### config.mk
export PLATFORM = sky130hd
export DESIGN_NAME = uart_fifo_with_idle_irq_core
export DESIGN_NICKNAME = d
export VERILOG_FILES = /design/src/sv/ufifo_pkg.sv /design/src/sv/ufifo_ctrl.sv /design/src/sv/ufifo_dp.sv /design/src/sv/uart_fifo_with_idle_irq_core.sv
export SDC_FILE = /design/constraint.sdc
export NUM_CORES = 1
export LEC_CHECK = 0
export BUFFER_PORTS_ARGS = -buffer_cell sky130_fd_sc_hd__buf_2
export CORE_MARGIN = 4
export CORE_UTILIZATION = 62
export CTS_CLUSTER_SIZE = 8
export DETAILED_ROUTE_END_ITERATION = 8
export GPL_TIMING_DRIVEN = 0
export PLACE_DENSITY = 0.89
export SLEW_MARGIN = 20
export SYNTH_ARGS = -nofsm -noshare
export SYNTH_HDL_FRONTEND = slang
export SYNTH_SLANG_ARGS = --single-unit
### constraint.sdc
create_clock -name clock -period 5 [get_ports clock]
set_clock_uncertainty 0.2 [all_clocks]
set_input_delay 0.25 -clock clock [delete_from_list [all_inputs] [get_ports clock]]
set_output_delay 0.25 -clock clock [all_outputs]
set_load 0.005 [all_outputs]
### src/sv/ufifo_pkg.sv
// ----------------------------------------------------------------------------
// ufifo_pkg
// Shared types and codes for the UART FIFO block with receive-idle interrupt.
// ----------------------------------------------------------------------------
package ufifo_pkg;

   // Request command codes
   typedef enum logic [2:0] {
      CMD_TICK  = 3'd0,
      CMD_READ  = 3'd1,
      CMD_WRITE = 3'd2,
      CMD_RX    = 3'd3,
      CMD_DRAIN = 3'd4,
      CMD_RESET = 3'd5
   } cmd_type;

   // Bus register indexes
   localparam logic [3:0] REG_CTRL = 4'd0;
   localparam logic [3:0] REG_RX   = 4'd1;
   localparam logic [3:0] REG_TX   = 4'd2;

   // Configuration register indexes
   localparam int CSR_IDX_W = 1;
   localparam logic [CSR_IDX_W-1:0] CSR_IDLE_RELOAD   = 1'd0;
   localparam logic [CSR_IDX_W-1:0] CSR_IRQ_THRESHOLD = 1'd1;

   // Reset values of the configuration registers
   localparam logic [7:0] IDLE_RELOAD_RST   = 8'd100;
   localparam logic [3:0] IRQ_THRESHOLD_RST = 4'd3;

   // Controller states
   typedef enum logic [1:0] {
      ST_IDLE,
      ST_EXEC,
      ST_HOLD
   } state_type;

   // Controller to datapath commands
   typedef struct packed {
      logic capture;   // latch the request word and read both stores
      logic execute;   // update state and load the response register
   } ctl_cmd_type;

endpackage

### src/sv/ufifo_ctrl.sv
// ----------------------------------------------------------------------------
// ufifo_ctrl
// Sequencer: accept a request word, execute it, hold the response word.
// ----------------------------------------------------------------------------
module ufifo_ctrl
   import ufifo_pkg::*;
(
   input  logic        clock,
   input  logic        reset,
   input  logic        req_valid,
   output logic        req_stall,
   output logic        rsp_valid,
   input  logic        rsp_stall,
   output ctl_cmd_type ctl_cmd
);

   state_type state_ff;
   state_type state_in;

   always_ff @(posedge clock) begin
      if (reset) begin
         state_ff <= ST_IDLE;
      end else begin
         state_ff <= state_in;
      end
   end

   always_comb begin
      state_in        = state_ff;
      req_stall       = 1'b1;
      rsp_valid       = 1'b0;
      ctl_cmd.capture = 1'b0;
      ctl_cmd.execute = 1'b0;
      unique case (state_ff)
         ST_IDLE: begin
            req_stall = 1'b0;
            if (req_valid) begin
               ctl_cmd.capture = 1'b1;
               state_in        = ST_EXEC;
            end
         end
         ST_EXEC: begin
            ctl_cmd.execute = 1'b1;
            state_in        = ST_HOLD;
         end
         ST_HOLD: begin
            rsp_valid = 1'b1;
            // take the next word in the cycle the response leaves
            req_stall = rsp_stall;
            if (!rsp_stall) begin
               if (req_valid) begin
                  ctl_cmd.capture = 1'b1;
                  state_in        = ST_EXEC;
               end else begin
                  state_in = ST_IDLE;
               end
            end
         end
         default: begin
            state_in = ST_IDLE;
         end
      endcase
   end

   a_capture_then_exec: assert property (@(posedge clock) disable iff (reset)
      ctl_cmd.capture |=> ctl_cmd.execute)
      else $error("captured word not executed next cycle");

   a_exec_then_rsp: assert property (@(posedge clock) disable iff (reset)
      ctl_cmd.execute |=> rsp_valid)
      else $error("executed word gave no response");

   a_stalled_rsp_no_exec: assert property (@(posedge clock) disable iff (reset)
      (rsp_valid && rsp_stall) |=> !ctl_cmd.execute)
      else $error("response register overwritten while stalled");

endmodule

### src/sv/ufifo_dp.sv
// ----------------------------------------------------------------------------
// ufifo_dp
// Datapath: receive and transmit stores, pointers, idle counter, config.
// ----------------------------------------------------------------------------
module ufifo_dp
   import ufifo_pkg::*;
#(
   parameter int FIFO_DEPTH = 16
)(
   input  logic                 clock,
   input  logic                 reset,
   input  ctl_cmd_type          ctl_cmd,
   input  logic [2:0]           req_cmd,
   input  logic [3:0]           req_reg_index,
   input  logic [7:0]           req_data_byte,
   input  logic                 req_reset_level,
   input  logic                 csr_we,
   input  logic [CSR_IDX_W-1:0] csr_index,
   input  logic [7:0]           csr_wdata,
   output logic [7:0]           rsp_read_data,
   output logic                 rsp_irq_drive,
   output logic                 rsp_irq_level
);

   localparam int PTR_W = (FIFO_DEPTH > 1) ? $clog2(FIFO_DEPTH) : 1;
   localparam int CNT_W = (PTR_W > 4) ? PTR_W : 4;
   localparam logic [PTR_W:0]   DEPTH_X  = (PTR_W+1)'(FIFO_DEPTH);
   localparam logic [PTR_W-1:0] LAST_PTR = PTR_W'(FIFO_DEPTH - 1);

   function automatic logic [PTR_W-1:0] ptr_next(input logic [PTR_W-1:0] p);
      return (p == LAST_PTR) ? '0 : p + 1'b1;
   endfunction

   function automatic logic [CNT_W-1:0] fill_of(input logic [PTR_W-1:0] tail,
                                                 input logic [PTR_W-1:0] head);
      logic [PTR_W:0] sum;
      sum = {1'b0, tail} + ((tail < head) ? DEPTH_X : '0) - {1'b0, head};
      return CNT_W'(sum[PTR_W-1:0]);
   endfunction

   // Request word
   logic [2:0] cmd_ff;
   logic [3:0] reg_ff;
   logic [7:0] data_ff;
   logic       level_ff;

   // Stores with per-entry valid bits; an invalid entry reads as zero
   logic [7:0]            rx_mem_ff [FIFO_DEPTH];
   logic [7:0]            tx_mem_ff [FIFO_DEPTH];
   logic [FIFO_DEPTH-1:0] rx_vld_ff, rx_vld_in;
   logic [FIFO_DEPTH-1:0] tx_vld_ff, tx_vld_in;
   logic [7:0]            rx_rd_ff;
   logic [7:0]            tx_rd_ff;

   logic [PTR_W-1:0] rx_head_ff, rx_head_in, rx_tail_ff, rx_tail_in;
   logic [PTR_W-1:0] tx_head_ff, tx_head_in, tx_tail_ff, tx_tail_in;
   logic [7:0]       idle_ff, idle_in;
   logic             held_ff, held_in;
   logic [7:0]       reload_ff;
   logic [3:0]       thresh_ff;

   logic [7:0] rd_in;
   logic       drive_in, irq_in;
   logic       rx_wr, tx_wr, rx_upd;
   logic [7:0] idle_dec;
   logic [7:0] rx_byte, tx_byte;
   logic [CNT_W-1:0] rx_cnt, tx_cnt, rx_cnt_new;

   assign rx_cnt  = fill_of(rx_tail_ff, rx_head_ff);
   assign tx_cnt  = fill_of(tx_tail_ff, tx_head_ff);
   assign rx_byte = rx_vld_ff[rx_head_ff] ? rx_rd_ff : 8'd0;
   assign tx_byte = tx_vld_ff[tx_head_ff] ? tx_rd_ff : 8'd0;
   assign idle_dec = idle_ff - 8'd1;

   always_comb begin
      rx_head_in = rx_head_ff;
      rx_tail_in = rx_tail_ff;
      tx_head_in = tx_head_ff;
      tx_tail_in = tx_tail_ff;
      rx_vld_in  = rx_vld_ff;
      tx_vld_in  = tx_vld_ff;
      idle_in    = idle_ff;
      held_in    = held_ff;
      rd_in      = 8'd0;
      drive_in   = 1'b0;
      irq_in     = 1'b0;
      rx_wr      = 1'b0;
      tx_wr      = 1'b0;
      rx_upd     = 1'b0;
      rx_cnt_new = '0;
      case (cmd_ff)
         CMD_TICK: begin
            if (idle_dec == 8'd0 && rx_cnt != '0) begin
               drive_in = 1'b1;
               irq_in   = 1'b1;
               idle_in  = reload_ff;
            end else begin
               idle_in = idle_dec;
            end
         end
         CMD_READ: begin
            if (reg_ff == REG_CTRL) begin
               rd_in = {tx_cnt[3:0], rx_cnt[3:0]};
            end else if (reg_ff == REG_RX && !held_ff) begin
               rd_in      = rx_byte;
               rx_head_in = ptr_next(rx_head_ff);
               rx_upd     = 1'b1;
            end
         end
         CMD_WRITE: begin
            if (reg_ff == REG_TX && !held_ff) begin
               tx_wr                 = 1'b1;
               tx_vld_in[tx_tail_ff] = 1'b1;
               tx_tail_in            = ptr_next(tx_tail_ff);
            end
         end
         CMD_RX: begin
            if (!held_ff) begin
               rx_wr                 = 1'b1;
               rx_vld_in[rx_tail_ff] = 1'b1;
               rx_tail_in            = ptr_next(rx_tail_ff);
               idle_in               = reload_ff;
               rx_upd                = 1'b1;
            end
         end
         CMD_DRAIN: begin
            if (!held_ff) begin
               rd_in      = tx_byte;
               tx_head_in = ptr_next(tx_head_ff);
            end
         end
         CMD_RESET: begin
            held_in = level_ff;
            if (level_ff) begin
               rx_head_in = '0;
               rx_tail_in = '0;
               tx_head_in = '0;
               tx_tail_in = '0;
               rx_vld_in  = '0;
               tx_vld_in  = '0;
            end
         end
         default: begin
         end
      endcase
      // drive the interrupt from the level after the receive update
      if (rx_upd) begin
         rx_cnt_new = fill_of(rx_tail_in, rx_head_in);
         drive_in   = 1'b1;
         irq_in     = (rx_cnt_new > CNT_W'(thresh_ff));
      end
   end

   // Request word and store reads at capture
   always_ff @(posedge clock) begin
      if (ctl_cmd.capture) begin
         cmd_ff   <= req_cmd;
         reg_ff   <= req_reg_index;
         data_ff  <= req_data_byte;
         level_ff <= req_reset_level;
         rx_rd_ff <= rx_mem_ff[rx_head_ff];
         tx_rd_ff <= tx_mem_ff[tx_head_ff];
      end
   end

   always_ff @(posedge clock) begin
      if (ctl_cmd.execute && rx_wr) begin
         rx_mem_ff[rx_tail_ff] <= data_ff;
      end
      if (ctl_cmd.execute && tx_wr) begin
         tx_mem_ff[tx_tail_ff] <= data_ff;
      end
   end

   always_ff @(posedge clock) begin
      if (reset) begin
         rx_head_ff <= '0;
         rx_tail_ff <= '0;
         tx_head_ff <= '0;
         tx_tail_ff <= '0;
         rx_vld_ff  <= '0;
         tx_vld_ff  <= '0;
         idle_ff    <= IDLE_RELOAD_RST;
         held_ff    <= 1'b0;
      end else if (ctl_cmd.execute) begin
         rx_head_ff <= rx_head_in;
         rx_tail_ff <= rx_tail_in;
         tx_head_ff <= tx_head_in;
         tx_tail_ff <= tx_tail_in;
         rx_vld_ff  <= rx_vld_in;
         tx_vld_ff  <= tx_vld_in;
         idle_ff    <= idle_in;
         held_ff    <= held_in;
      end
   end

   always_ff @(posedge clock) begin
      if (reset) begin
         reload_ff <= IDLE_RELOAD_RST;
         thresh_ff <= IRQ_THRESHOLD_RST;
      end else if (csr_we) begin
         unique case (csr_index)
            CSR_IDLE_RELOAD:   reload_ff <= csr_wdata;
            CSR_IRQ_THRESHOLD: thresh_ff <= csr_wdata[3:0];
            default: begin
            end
         endcase
      end
   end

   // Response register
   always_ff @(posedge clock) begin
      if (ctl_cmd.execute) begin
         rsp_read_data <= rd_in;
         rsp_irq_drive <= drive_in;
         rsp_irq_level <= irq_in;
      end
   end

endmodule

### src/sv/uart_fifo_with_idle_irq_core.sv
// ----------------------------------------------------------------------------
// uart_fifo_with_idle_irq_core
// UART receive/transmit byte FIFOs with a threshold and receive-idle interrupt.
// ----------------------------------------------------------------------------
// Usage:
//   req_* carries one request word (tick, bus read, bus write, received byte,
//   transmit drain, reset level). A word is taken when req_valid is high and
//   req_stall is low. Every request gives exactly one response word on rsp_*
//   (read data, interrupt drive and level), taken when rsp_valid is high and
//   rsp_stall is low.
//   csr_* writes the idle reload (index 0) and irq threshold (index 1);
//   csr_ready is always high. Write them only while no word is in flight.
//   The request is latched and both stores are read at the edge that takes
//   it; it executes in the EXEC state, which loads the response register,
//   and the response is offered from the HOLD state. A new request is taken
//   only while idle or in the same cycle the previous response leaves, so
//   the block takes no new word until the last response has left.
//   While the receiver holds rsp_stall, the response is held and req_stall
//   stays high. Reset clears pointers, valid bits, counters and the config
//   registers to their defaults; no clearing pass is needed.
// ----------------------------------------------------------------------------
module uart_fifo_with_idle_irq_core
   import ufifo_pkg::*;
#(
   parameter int FIFO_DEPTH = 16
)(
   input  logic                 clock,
   input  logic                 reset,
   input  logic                 req_valid,
   output logic                 req_stall,
   input  logic [2:0]           req_cmd,
   input  logic [3:0]           req_reg_index,
   input  logic [7:0]           req_data_byte,
   input  logic                 req_reset_level,
   output logic                 rsp_valid,
   input  logic                 rsp_stall,
   output logic [7:0]           rsp_read_data,
   output logic                 rsp_irq_drive,
   output logic                 rsp_irq_level,
   input  logic                 csr_valid,
   output logic                 csr_ready,
   input  logic [CSR_IDX_W-1:0] csr_index,
   input  logic [7:0]           csr_wdata
);

   ctl_cmd_type ctl_cmd;

   // Config writes land directly in their registers, so never back-pressure them
   assign csr_ready = 1'b1;

   ufifo_ctrl u_ctrl (
      .clock     (clock),
      .reset     (reset),
      .req_valid (req_valid),
      .req_stall (req_stall),
      .rsp_valid (rsp_valid),
      .rsp_stall (rsp_stall),
      .ctl_cmd   (ctl_cmd)
   );

   ufifo_dp #(
      .FIFO_DEPTH (FIFO_DEPTH)
   ) u_dp (
      .clock           (clock),
      .reset           (reset),
      .ctl_cmd         (ctl_cmd),
      .req_cmd         (req_cmd),
      .req_reg_index   (req_reg_index),
      .req_data_byte   (req_data_byte),
      .req_reset_level (req_reset_level),
      .csr_we          (csr_valid && csr_ready),
      .csr_index       (csr_index),
      .csr_wdata       (csr_wdata),
      .rsp_read_data   (rsp_read_data),
      .rsp_irq_drive   (rsp_irq_drive),
      .rsp_irq_level   (rsp_irq_level)
   );

endmodule
==> summary.md, run 1 <==
| Metric | Value |
|---|---|
| Final WL | about 38000 um |
| Final cell area excluding filler cells | approximately 18000 sq um |
| Overall routing resource usage | between 20% and 30% |
| Worst path most repeated cell | a21oi_1 |
| Placed cell area | 15920 sq um |
| Slowest stage cell, crit path | clkbuf_1 |
| Max stage delay on crit path | just under 0.7 ns |
| Hold Crit Endpoint | u_ctrl.state_ff[0] |
| Antenna viol nets, final | 0 |
| CP max FO | 10 |
| Starting density of the core | a little over three fifths |
| Final Max Slew Viols | 0 |
| Ant. Diodes | 0 |
| R2r worst-path depth | 14 |
| Cell Area, Synth | roughly 15000 sq um |
| Gate Count Post-Synth | 961 |
| Initial antenna violation count | 0 |
| Pwr per Cell Area | ~390 nW/um^2 |
| Clock Latency Late Sink | around 0.58 ns |
| Setup_tns | 0 ns |
| Main flop type after synthesis | edfxtp_1 |
| Yosys warns | 0 |
| PortBufs | 40 |
| Post-DP HPWL | around 23000 um |
| Worst slew pin tran | around 1.1 ns |
| Syn nets | 1019 |
| Fillers | between 1000 and 1500 |
| Synthesis-stage register bit count | around 370 |
| Clock transition at the registers of the reported paths | approximately 0.05 ns |
| Worst min path class | primary input to flop |
| Worst path required time | 5.19 ns |
| EDFF count, synth | about 300 |
| Final core utilization | between 70% and 80% |
| Drt pass-1 iters | 5 |
| Drt drc | 0 |
| Chip width | 164.9 um |
| R2r endpoint | u_dp.rsp_irq_level |
| Rel. slew slack | a little over a quarter |
| Layout cells sized above 1 | 19.30% |
| GRT overflow | 0 |
| Final nets | 1150 |
| GPL Wtd Cong | 0.9147 |
| Final setup margin | 0.4634 ns |
| Combined area of the multi-input logic cells | ~4600 sq um |
| First-pass GRT wire length | roughly 58000 um |
| Crit path arrival time | 4.73 ns |
| Status | completed |
| Worst hold stages | 3 |
| Yosys cell types | 65 |
| # clock sinks | roughly 370 |
| Vias/cell | between 6 and 7 |
| Register area share after synthesis | between 60 and 70% |
| Worst R2R Setup Slack | approximately 0.46 ns |
| Crit path cell chain | clkbuf_1 -> clkbuf_1 -> a22oi_1 -> nor2_1 -> a21oi_1 -> ha_1 -> a21o_1 -> a21oi_1 -> xnor2_1 -> xnor2_1 -> ha_1 -> and4_1 -> or3_1 -> a21oi_1 |
| Final Critical Period | 4.537 ns |
| Post-CTS resize count | 0 |
| Dpl ws | between 0.6 and 0.7 ns |
| Pin count of the biggest net entering global routing | 33 |
| Num ports | 43 |
| Setup crit end kind | flop |
| Async SR Flop Fraction | 0% |
| R2R Path Start | u_dp.rx_head_ff[1] |
| Most common cell after layout, fill and taps aside | edfxtp_1 |
| Power Total | ~6.9 mW |
| Hold wc startpoint | reset |
| CTS root buffer | clkbuf_16 |
| Max-cap check violation count | 0 |
| Sequential Area | between 10000 and 15000 sq um |
| Core area | around 24000 sq um |
| CTS tree | yes |
| Routed wire per std cell | between 20 and 30 um |
| RSZ-0062 raised after global routing | no |
| CTS buffer count | between 50 and 60 |
| Die ar. | between 20000 and 30000 sq um |
| Max VDD drop | roughly 350 uV |
| Die Ht | between 150 and 200 um |
| Static leakage | about 6 nW |
| Avg Inst Size Synth | 15.89 sq um |
| Vias in the first global route | about 9500 |
| CP startpoint kind | flop |
| Largest cells by area after synthesis | edfxtp_1, mux4_2, dfxtp_1, nor2_1, ha_1 |
| Setup violations, final | 0 |
| Area delta synth->final | 16.32% |
| Highest-count cells in the layout ignoring fill and taps | edfxtp_1, nor2_1, mux4_2 |
| Detailed Route Iter0 Violations | around 1100 |
| Crit Path Class | flop to flop |
| Final hold vios | 0 |
| DR vias | 9528 |
| Fin crit share | between 90% and 100% |
| Cell taking the most area after synthesis | edfxtp_1 |
| CTS max path bufs | 3 |
| Rows | 57 |
| Share of the synthesized area in the top cell type | 58.61% |
| Fmax | 220.4 MHz |
| Max H-tree Level | 2 |
==> worst max-delay path by stage <==
stage	startpoint	end	slack [ns]
finish	u_dp.rx_head_ff[1]	u_dp.rsp_irq_level	0.46
global route	u_dp.rx_head_ff[1]	u_dp.rsp_irq_level	0.27
CTS	u_dp.rx_head_ff[1]	u_dp.rsp_irq_level	0.62
detailed placement	u_dp.rx_head_ff[1]	u_dp.rsp_irq_level	0.70
global placement	u_dp.rx_head_ff[1]	u_dp.rsp_irq_level	0.80
floorplan	u_dp.reg_ff[3]	u_dp.rsp_irq_level	1.47
==> per-layer routing <==
metal / wire (um) / track usage, % / vias to the layer above
met5: 0 / 0 / -
met1: 13990 / 38.16 / 4750
met3: 3676 / 5.241 / 116
met2: 18900 / 47.97 / 646
met4: 1445 / 10.17 / 0
li1: - / - / 4016
==> logic make-up (layout without fill, tap and decap cells) <==
kind of cell,count (synthesis),after routing,share of synthesized area (%)
and+or+nand+nor,236,236,7.613
adders and majority gates,28,28,2.442
other,1,1,0.02456
xor gates and xnor gates,11,11,0.6310
muxes,91,91,13.34
DFF,369,369,67.92
AOI/OAI and AO/OA,145,145,5.982
buffers and inverters,80,228,2.049
==> cell type report <==
type,count,area share [%]
Buffer,52,1.169
Inverter,28,0.5918
Clock buffer,67,7.644
Tap cell,324,2.282
Multi-Input combinational cell,512,25.94
Timing Repair Buffer,77,3.508
Clock inverter,4,0.4790
Sequential cell,369,58.39
==> sequential cells by signal, indices dropped and copies added, names as in the netlist, 16 cells and up <==
register        cells
u_dp.rx_mem_ff    128
u_dp.rx_vld_ff     16
u_dp.tx_mem_ff    128
u_dp.tx_vld_ff     16
==> repair_timing <==
item	4_1_cts	5_1_grt
hold endpoints to repair	33	0
hold buffers	30	0
endpoints found under the setup margin	0	0
setup buffers	0	0
==> metrics by stage <==
step | cells | hold WS [ns]
2_1_floorplan | 961 | 0.1489
3_3_place_gp | 1325 | 0.2265
3_5_place_dp | 1326 | 0.2287
4_1_cts | 1427 | 0.09608
5_1_grt | 1433 | 0.1590
6_report | 1433 | 0.1142
==> synthesized netlist by cell type (2+ instances only) <==
master / count
nand2b_1: 10
edfxtp_1: 298
a21oi_1: 53
buf_2: 7
or2_2: 2
nand4_1: 3
a31oi_1: 20
xor2_1: 2
a32oi_1: 2
fa_1: 3
and3_1: 9
clkbuf_1: 38
nor4_1: 4
o21ai_0: 21
or2_1: 2
and3b_1: 2
or3_1: 3
inv_1: 28
nor2b_1: 8
nor3_1: 17
dfxtp_1: 71
o211ai_1: 2
o31ai_1: 5
buf_1: 6
nand3_1: 9
nor2_1: 94
and2_1: 2
xnor2_1: 9
nor3b_1: 3
nand3b_1: 12
a22oi_1: 12
mux4_2: 90
or4_1: 2
nand2_1: 44
ha_1: 25
a211o_1: 3
and4_1: 2
a211oi_1: 6
a21o_1: 6
==> report_power, final <==
part	internal (mW)	leakage, nW	switching (mW)	total (mW)
Clock	1.88	0.692	1.26	3.14
Sequential	3.37	3.28	0.0497	3.42
Combinational	0.164	1.87	0.211	0.375
==> worst max-delay path: cells and delay by family (launching register included) <==
kind | cells | cell delay [ns]
adders and majority gates | 2 | 0.68
DFF | 1 | 0.57
AOI/OAI and AO/OA | 5 | 0.85
buffers and inverters | 2 | 1.20
xor gates and xnor gates | 2 | 0.27
and+or+nand+nor | 3 | 0.63
Power figures use the tool's default switching activity.
==> run 2, diff against run 1 <==
Settings changed: CORE_UTILIZATION 62 to 64, CTS_BUF_LIST set to sky130_fd_sc_hd__clkbuf_8, PLACE_DENSITY 0.89 to 0.92.
==> run 2 against run 1 <==
Global-route usage fell by 0.44 points. Sequential share of layout area is 1.7 points higher. Via count is 0.38% higher. Worst hold slack got worse by 0.062 ns. Total power decreased by 14%. Setup slack gained 0.13 ns. Non-clock buffer count up 1. Routed wire length is 3.7% lower. Count of clock-buffer cells in the layout down 7. Core utilization increased by 0.27 points. Critical endpoint unchanged.
==> summary.md, run 2 (synthesis results as in run 1) <==
| Metric | Value |
|---|---|
| Status | completed |
| Buf/Inv on CP | 2 (unchanged) |
| Setup crit end kind | flop |
| Drt drc | 0 (unchanged) |
| Core area | 23470 sq um (-3.2%) |
| Crit path cell chain | clkbuf_1 -> nor3b_1 -> o21ai_0 -> a22oi_1 -> inv_1 -> ha_1 -> a21o_1 -> a21oi_1 -> xnor2_1 -> xnor2_1 -> ha_1 -> and4_1 -> or3_1 -> a21oi_1 |
| Post-DP HPWL | 23280 um (+0.58%) |
| Clock transition at the registers of the reported paths | 0.07 ns (+0.02 ns) |
| Hold wc startpoint | reset |
| Routed wire length on met2 | 17780 um (-5.9%) |
| Static leakage | 5.681 nW (-2.7%) |
| Pwr per Cell Area | 345.7 nW/um^2 (-11%) |
| Overall routing resource usage | 28.17% (-0.44 points) |
| CTS buffer count | 55 (+5.8%) |
| Post-CTS resize count | 0 (unchanged) |
| Dpl ws | 0.6947 ns (-0.002680 ns) |
| Routed wire per std cell | 25.40 um (-4.2%) |
| CTS tree | yes |
| Most common cell after layout, fill and taps aside | edfxtp_1 |
| Non-filler instance count after layout | 1441 (+0.56%) |
| Fin crit share | 88.09% (-2.6 points) |
| Drt pass-1 iters | 5 (unchanged) |
| Starting density of the core | 65.05% (+2.1 points) |
| R2r worst-path depth | 14 (unchanged) |
| Chip width | 162.5 um (-1.5%) |
| Final setup margin | 0.5953 ns (+0.1319 ns) |
| Setup violations, final | 0 (unchanged) |
| Largest regs | u_dp.rx_mem_ff (128), u_dp.tx_mem_ff (128) |
| Met3 WL post-DR | 3801 um (+3.4%) |
| Pin count of the biggest net entering global routing | 33 (unchanged) |
| Hold Crit Endpoint | u_dp.idle_ff[1] |
| Crit path arrival time | 4.62 ns (-0.11 ns) |
| CP startpoint kind | flop |
| Worst hold stages | 4 (+1) |
| Highest-count cells in the layout ignoring fill and taps | edfxtp_1, nor2_1, mux4_2 |
| # clock sinks | 369 (unchanged) |
| Crit Path Class | flop to flop |
| Vias/cell | 6.637 (-0.18%) |
| Max stage delay on crit path | 0.64 ns (-0.05 ns) |
| Final nets | 1154 (+0.35%) |
| Num ports | 43 (unchanged) |
| Final cell area excluding filler cells | 17260 sq um (-2.8%) |
| CTS max path bufs | 3 (unchanged) |
| Met1 Wirelength | 13300 um (-4.9%) |
| CTS root buffer | clkbuf_8 |
| Worst R2R Setup Slack | 0.60 ns (+0.13 ns) |
| Worst slew pin tran | 1.127 ns (+0.03415 ns) |
| Fmax | 227.0 MHz (+3.0%) |
| R2R Path Start | u_dp.cmd_ff[1] |
| DR vias | 9564 (+0.38%) |
| Worst min path class | primary input to flop |
| Area delta synth->final | 13.01% |
| Layout cells sized above 1 | 19.89% (+0.60 points) |
| Highest metal used | met5 |
| Rel. slew slack | 24.84% (-2.3 points) |
| Slowest stage cell, crit path | nor3b_1 |
| PortBufs | 40 (unchanged) |
| Clock Latency Late Sink | 0.61 ns (+0.03 ns) |
| Detailed Route Iter0 Violations | 1165 (+6.1%) |
| Placed cell area | 15890 sq um (-0.13%) |
| Worst path required time | 5.21 ns (+0.02 ns) |
| GRT overflow | 0 (unchanged) |
| Final core utilization | 73.51% (+0.27 points) |
| Placed insts | 1321 (-0.38%) |
| Setup_tns | 0 ns (unchanged) |
| Final Critical Period | 4.405 ns (-0.1319 ns) |
| Max VDD drop | 296.0 uV (-15%) |
| Initial antenna violation count | 3 (+3) |
| Hold_ws | 0.05246 ns (-0.06176 ns) |
| R2r endpoint | u_dp.rsp_irq_level |
| CP delay by family, top | compound AO/OA/AOI/OAI gates |
| Die ar. | 26390 sq um (-3.0%) |
| Final WL | 36600 um (-3.7%) |
| Power Total | 5.965 mW (-14%) |
| First-pass GRT wire length | 56100 um (-2.6%) |
| Final Max Slew Viols | 0 (unchanged) |
| Max H-tree Level | 2 (unchanged) |
| Max-cap check violation count | 0 (unchanged) |
| Antenna viol nets, final | 0 (unchanged) |
| CP max FO | 9 (-1) |
| Vias in the first global route | 9730 (+2.3%) |
| Rows | 56 (-1.8%) |
| Final hold vios | 0 (unchanged) |
| GPL Wtd Cong | 0.9306 (+1.7%) |
| RSZ-0062 raised after global routing | no |
| Die Ht | 162.5 um (-1.5%) |
[run 2: worst register-to-register path, cell delays in order, from the launching register on]
cell and delay, ns:
edfxtp_1 0.37, clkbuf_1 0.32, nor3b_1 0.64, o21ai_0 0.36, a22oi_1 0.38, inv_1 0.09, ha_1 0.30, a21o_1 0.15
a21oi_1 0.17, xnor2_1 0.15, xnor2_1 0.16, ha_1 0.28, and4_1 0.20, or3_1 0.30, a21oi_1 0.14
[run 2: per-layer routing]
metal,vias up,global-route usage [%]
met4,4,12.19
li1,4007,-
met3,149,6.606
met1,4697,37.14
met2,707,45.74
met5,-,0
[run 2: repair_timing]
item / 4_1_cts / 5_1_grt
hold buffers: 30 / 0
buffers inserted: 0 / 0
hold endpoints to repair: 34 / 0
[run 2: layout make-up]
class,count,area (sq um)
flip-flops and latches,369,10370
fillers,1275,6217
multi-input cells,512,4607
clock buffers,60,825.8
repair buffers,78,625.6
well taps,319,399.1
plain buffers,52,207.7
clock inverters,22,112.6
inverters,28,105.1
diodes,1,2.502
[run 2: how the worst max path moves through the flow]
stage	startpoint	end	slack (ns)	cells after the start
after floorplan	u_dp.reg_ff[3]	u_dp.rsp_irq_level	1.47	14
after global placement	u_dp.rx_head_ff[1]	u_dp.rsp_irq_level	0.80	14
after detailed placement	u_dp.rx_head_ff[1]	u_dp.rsp_irq_level	0.69	14
after CTS	u_dp.rx_head_ff[1]	u_dp.rsp_irq_level	0.68	14
after global routing	u_dp.rx_head_ff[1]	u_dp.rsp_irq_level	0.33	14
final	u_dp.cmd_ff[1]	u_dp.rsp_irq_level	0.60	14
[run 2: power by group]
part	total [mW]	internal [mW]	leakage, nW	switching, mW
sequential	3.40	3.36	3.28	0.0418
combinational	0.379	0.164	1.87	0.215
clock	2.18	1.09	0.534	1.10
total	5.97	4.61	5.68	1.35
